`src/rtl/core/tcgr_pkg.sv`:
```
// Shared types and constants of the text console glyph renderer.
// No dependencies; the top level, controller, datapath and checker refer to it.
`default_nettype none

package tcgr_pkg;

  localparam int GLYPH_ROWS_DEF  = 16;
  localparam int GLYPH_COUNT_DEF = 256;
  localparam int CELL_WIDTH      = 8;
  localparam int ROW_WRITES      = 16;
  localparam int NEWLINE_STEP    = 18;
  localparam int WRAP_STEP       = 16;
  localparam int ROW_W           = $clog2(ROW_WRITES);
  localparam int CFG_IDX_W       = 3;
  localparam int CFG_DATA_W      = 32;
  localparam int DIM_W           = 14;

  localparam logic [31:0]      FG_RESET    = 32'hffff_ffff;
  localparam logic [31:0]      ERASE_RESET = 32'h0027_2829;
  localparam logic [DIM_W-1:0] PITCH_RESET = 14'd1024;
  localparam logic [DIM_W-1:0] WIDTH_RESET = 14'd1024;
  localparam logic [31:0]      BASE_RESET  = 32'h0000_0000;
  localparam logic [7:0]       FULL_MASK   = 8'hff;

  typedef enum logic [1:0] {
    KIND_DRAW    = 2'd0,
    KIND_NEWLINE = 2'd1,
    KIND_ERASE   = 2'd2,
    KIND_LOAD    = 2'd3
  } kind_e;

  typedef enum logic [CFG_IDX_W-1:0] {
    CFG_FG_COLOR     = 3'd0,
    CFG_ERASE_COLOR  = 3'd1,
    CFG_LINE_PITCH   = 3'd2,
    CFG_SCREEN_WIDTH = 3'd3,
    CFG_FRAME_BASE   = 3'd4
  } cfg_idx_e;

  typedef struct packed {
    logic             accept;
    logic             setup;
    logic             issue;
    logic             load;
    logic [ROW_W-1:0] rd_row;
    logic             last;
  } cmd_t;

  typedef struct packed {
    logic emits;
  } sts_t;

endpackage

`default_nettype wire

```
`src/rtl/core/tcgr_ctrl.sv`:
```
// Controller of the glyph renderer: state machine, row counters, handshakes.
// Depends on tcgr_pkg; drives the datapath by command signals.
`default_nettype none

module tcgr_ctrl (
  input  wire logic          clk_i,
  input  wire logic          rst_ni,
  input  wire logic          in_valid_i,
  output logic               in_ready_o,
  output logic               out_valid_o,
  input  wire logic          out_ready_i,
  input  wire tcgr_pkg::sts_t sts_i,
  output tcgr_pkg::cmd_t     cmd_o
);

  localparam int IssW = $clog2(tcgr_pkg::ROW_WRITES + 1);

  typedef enum logic [2:0] {
    ST_IDLE  = 3'b001,
    ST_SETUP = 3'b010,
    ST_RUN   = 3'b100
  } state_e;

  state_e                     state_q, state_d;
  logic [IssW-1:0]            iss_cnt_q, iss_cnt_d;
  logic [tcgr_pkg::ROW_W-1:0] ld_cnt_q, ld_cnt_d;
  logic                       rd_valid_q, rd_valid_d;
  logic                       out_valid_q, out_valid_d;
  logic                       accept, issue, load, last;

  assign in_ready_o  = (state_q == ST_IDLE);
  assign accept      = in_valid_i && in_ready_o;
  assign load        = (state_q == ST_RUN) && rd_valid_q && (!out_valid_q || out_ready_i);
  assign issue       = (state_q == ST_RUN) && (iss_cnt_q != IssW'(tcgr_pkg::ROW_WRITES))
                       && (!rd_valid_q || load);
  assign last        = (ld_cnt_q == tcgr_pkg::ROW_W'(tcgr_pkg::ROW_WRITES - 1));
  assign out_valid_o = out_valid_q;

  always_comb begin
    cmd_o        = '0;
    cmd_o.accept = accept;
    cmd_o.setup  = (state_q == ST_SETUP);
    cmd_o.issue  = issue;
    cmd_o.load   = load;
    cmd_o.rd_row = iss_cnt_q[tcgr_pkg::ROW_W-1:0];
    cmd_o.last   = last;
  end

  always_comb begin
    state_d     = state_q;
    iss_cnt_d   = iss_cnt_q;
    ld_cnt_d    = ld_cnt_q;
    rd_valid_d  = rd_valid_q;
    out_valid_d = load || (out_valid_q && !out_ready_i);
    unique case (state_q)
      ST_IDLE: begin
        if (accept && sts_i.emits) begin
          state_d = ST_SETUP;
        end
      end
      ST_SETUP: begin
        iss_cnt_d  = '0;
        ld_cnt_d   = '0;
        rd_valid_d = 1'b0;
        state_d    = ST_RUN;
      end
      ST_RUN: begin
        if (issue) begin
          iss_cnt_d  = iss_cnt_q + IssW'(1);
          rd_valid_d = 1'b1;
        end else if (load) begin
          rd_valid_d = 1'b0;
        end
        if (load) begin
          ld_cnt_d = ld_cnt_q + tcgr_pkg::ROW_W'(1);
          if (last) begin
            state_d = ST_IDLE;
          end
        end
      end
      default: state_d = ST_IDLE;
    endcase
  end

  always_ff @(posedge clk_i or negedge rst_ni) begin
    if (!rst_ni) begin
      state_q     <= ST_IDLE;
      iss_cnt_q   <= '0;
      ld_cnt_q    <= '0;
      rd_valid_q  <= 1'b0;
      out_valid_q <= 1'b0;
    end else begin
      state_q     <= state_d;
      iss_cnt_q   <= iss_cnt_d;
      ld_cnt_q    <= ld_cnt_d;
      rd_valid_q  <= rd_valid_d;
      out_valid_q <= out_valid_d;
    end
  end

endmodule

`default_nettype wire

```
`config.mk`:
```
export PLATFORM = sky130hd
export DESIGN_NAME = tcgr_ctrl
export DESIGN_NICKNAME = d
export VERILOG_FILES = /design/src/rtl/core/tcgr_pkg.sv /design/src/rtl/core/tcgr_ctrl.sv
export SDC_FILE = /design/constraint.sdc
export NUM_CORES = 1
export LEC_CHECK = 0
export ABC_AREA = 1
export BUFFER_PORTS_ARGS = -buffer_cell sky130_fd_sc_hd__buf_2
export CORE_ASPECT_RATIO = 0.9
export CORE_MARGIN = 5
export CORE_UTILIZATION = 35
export CTS_CLUSTER_DIAMETER = 30
export DETAILED_ROUTE_END_ITERATION = 10
export PLACE_DENSITY = 0.65
export SYNTH_ARGS = -nofsm -noshare
export SYNTH_HDL_FRONTEND = slang
export SYNTH_SLANG_ARGS = --single-unit
```
`constraint.sdc`:
```
create_clock -name clk_i -period 3.9 [get_ports clk_i]
set_clock_uncertainty 0.15 [all_clocks]
set_input_delay 1.17 -clock clk_i [delete_from_list [all_inputs] [get_ports clk_i]]
set_output_delay 1.17 -clock clk_i [all_outputs]
set_load 0.05 [all_outputs]
```
==> qor.txt <==
ANT nets after route = 0
Root Buffer = clkbuf_4
CTS buffer count = 3
ys flop type = dfrtp_1
Rows = 18
DP Area = 985.9 sq um
Routed WL per cell = 11.14 um
Final Max Tran Viols = 0
largest net degree at the start of global routing = 16
Layout area overhead = 6.797%
DR WL met2 = 868 um
status = completed
CTS H-tree lvls = 1
leakage = 0.0005729 uW
most used cell, CP = buf_2
Synth async-reset ratio = 1.000
Max Used Layer = met4
clk sinks = 14
Starting Density = 0.3571
fin crit share = 0.8449
first-pass GRT wire length = 3.125 mm
peak supply drop = 0.0003511 V
count leader, synth = nand2_1
layout cells sized above 1 = 0.2656
placed insts = 154
RSZ-0062 raised after global routing = false
Final Hold Viols = 0
#FFs+latches synth = 14
buffers inserted by post-CTS timing repair = 0
CTS tree = built
Worst-Skew Late Latency = 0.28 ns
# DRC = 0
crit end category = output pin
drt initial violations = 57
HPWL Detailed = 1.344 mm
crit-path max FO = 8
Vias/cell = 4.778
cell area after layout = 1022 sq um
fin cells = 158
Post-synth EDFFs = 0
n_diodes = 0
Worst Tran Pin Value = 0.3336 ns
top post-synthesis cells by area = dfrtp_1 (34%), nand2_1 (10%), nand3_1 (8.4%), buf_4 (7.1%), inv_1 (7.1%)
Synth top area share = 0.3399
Slew headroom = 0.7776
die height = 59.61 um
Core Region = 2680 sq um
Setup Viol. Count Final = 0
Power Density = 649.5 nW/um^2
DRT Pass-1 Iters = 2
required time worst endpoint = 2.58 ns
total number of yosys warnings = 0
initial antenna violation count = 0
die area = 3882 sq um
Syn Inst Count = 120
number of global-route vias before repair = 728
vias post-DR = 755
all-layer global routing usage = 0.1050
Final GP Congestion = 0.8094
MaxCap Viol Count = 0
top cells by count, synth = nand2_1 (26), inv_1 (18), nand3_1 (16)
final wirelength = 1.760 mm
Metal-1 WL = 772 um
Hold-fix buffers, CTS = 0
Die X = 65.13 um
Mean Syn Cell Area = 7.976 sq um
Clock Tree Buf Depth = 2
Max Freq = 0.3035 GHz
setup tns final = 0 ns
CTS clk-pin slew, worst paths = 0.08 ns
crit-path cells = buf_2 > nor2_2 > nand2_1 > nand3_4 > inv_2 > buf_2
Post-CTS Resized = 0
metal3 WL = 104 um
# IOs = 16
biggest area consumer among synthesized cells = dfrtp_1
Crit-path slowest cell = buf_2
Synthesized Nets = 128
Unique masters post-synth = 23
Tightest Hold Check Type = register to register
Post-Syn Area = 957.2 sq um
crit path kind = primary input to output pin
Seq/Total Area, Yosys = 0.3673
crit start category = primary input
post-layout min period = 3.295 ns
Crit path arrival time = 1.97 ns
NumNets Final = 137
port bufs = 15
worst stage delay on the critical path = 0.20 ns
total global routing overflow = 0
## per-layer routing
metal | GRT usage | vias up
met5 | 0 | -
met4 | 0.02663 | 0
met3 | 0.03985 | 2
met2 | 0.1822 | 17
met1 | 0.1230 | 346
li1 | - | 390
## where the power goes
group          internal, uW  leakage [uW]  switching [uW]  total, uW
registers               192      0.000186            64.9        257
clock network          56.8     0.0000210            49.6        106
logic                  84.2      0.000366             216        300
total                   333      0.000573             330        664
## final timing paths
| kind | slack [ns] | to | start | cells after the start |
|---|---|---|---|---|
| worst min-delay path | 0.43 | ld_cnt_q[3]$_DFFE_PN0P_ | ld_cnt_q[3]$_DFFE_PN0P_ | 2 |
| max in group asynchronous | 2.67 | state_q[0]$_DFFE_PN1P_ | rst_ni | 1 |
| min in group asynchronous | 0.62 | iss_cnt_q[1]$_DFFE_PN0P_ | rst_ni | 1 |
| worst max-delay path | 0.61 | cmd_o[6] | out_ready_i | 6 |
| worst max register to register | 2.52 | iss_cnt_q[2]$_DFFE_PN0P_ | iss_cnt_q[0]$_DFFE_PN0P_ | 7 |
| worst min register to register | 0.43 | ld_cnt_q[3]$_DFFE_PN0P_ | ld_cnt_q[3]$_DFFE_PN0P_ | 2 |
## area by class of cell
| class | count | area [sq um] |
|---|---|---|
| well taps | 30 | 37.54 |
| repair buffers | 15 | 75.07 |
| clock buffers | 4 | 36.28 |
| multi-input cells | 75 | 446.7 |
| inverters | 20 | 75.07 |
| flip-flops and latches | 14 | 351.6 |
| fillers | 277 | 1658 |
## through the flow
step | hold WS (ns) | power [uW] | setup slack (ns) | util
floorplan | 0.3679 | 527.0 | 0.7905 | -
global placement | 0.4112 | 556.0 | 0.6147 | 0.3679
detailed placement | 0.4181 | 564.1 | 0.5977 | 0.3679
CTS | 0.4437 | 675.0 | 0.5974 | 0.3814
global route | 0.4846 | 718.5 | 0.5287 | 0.3814
finish | 0.4317 | 663.9 | 0.6050 | 0.3814
## worst max-delay path, delay by kind of cell
kind,cells,cell delay [ns]
buffers and inverters,3,0.35
and+or+nand+nor,3,0.45
## placed cells by master, fill, tap and decap left out, drive strengths merged
cell type / count
dfstp: 1
o211ai: 1
dfrtp: 13
xor2: 2
nand3: 20
ha: 3
nand2: 30
inv: 20
nor3: 1
a21oi: 1
nor2: 8
nand4: 5
clkbuf: 4
buf: 15
o21ai: 4
## flip-flops by register name (all words and copies together), names as in the netlist
register and count:
state_q 3, ld_cnt_q 4, rd_valid_q 1, out_valid_o 1, iss_cnt_q 5
## cells by family (layout without fill, tap and decap cells)
kind of cell,after synthesis,count (layout),share of synthesized area
AND/OR/NAND/NOR,64,64,0.3660
XOR/XNOR,2,2,0.01830
flip-flops,14,14,0.3673
buffers and inverters,31,39,0.1660
AO/OA/AOI/OAI,6,6,0.04314
adder cells (fa/ha/maj),3,3,0.03922
Note: power is estimated with default switching activity, not from simulation.
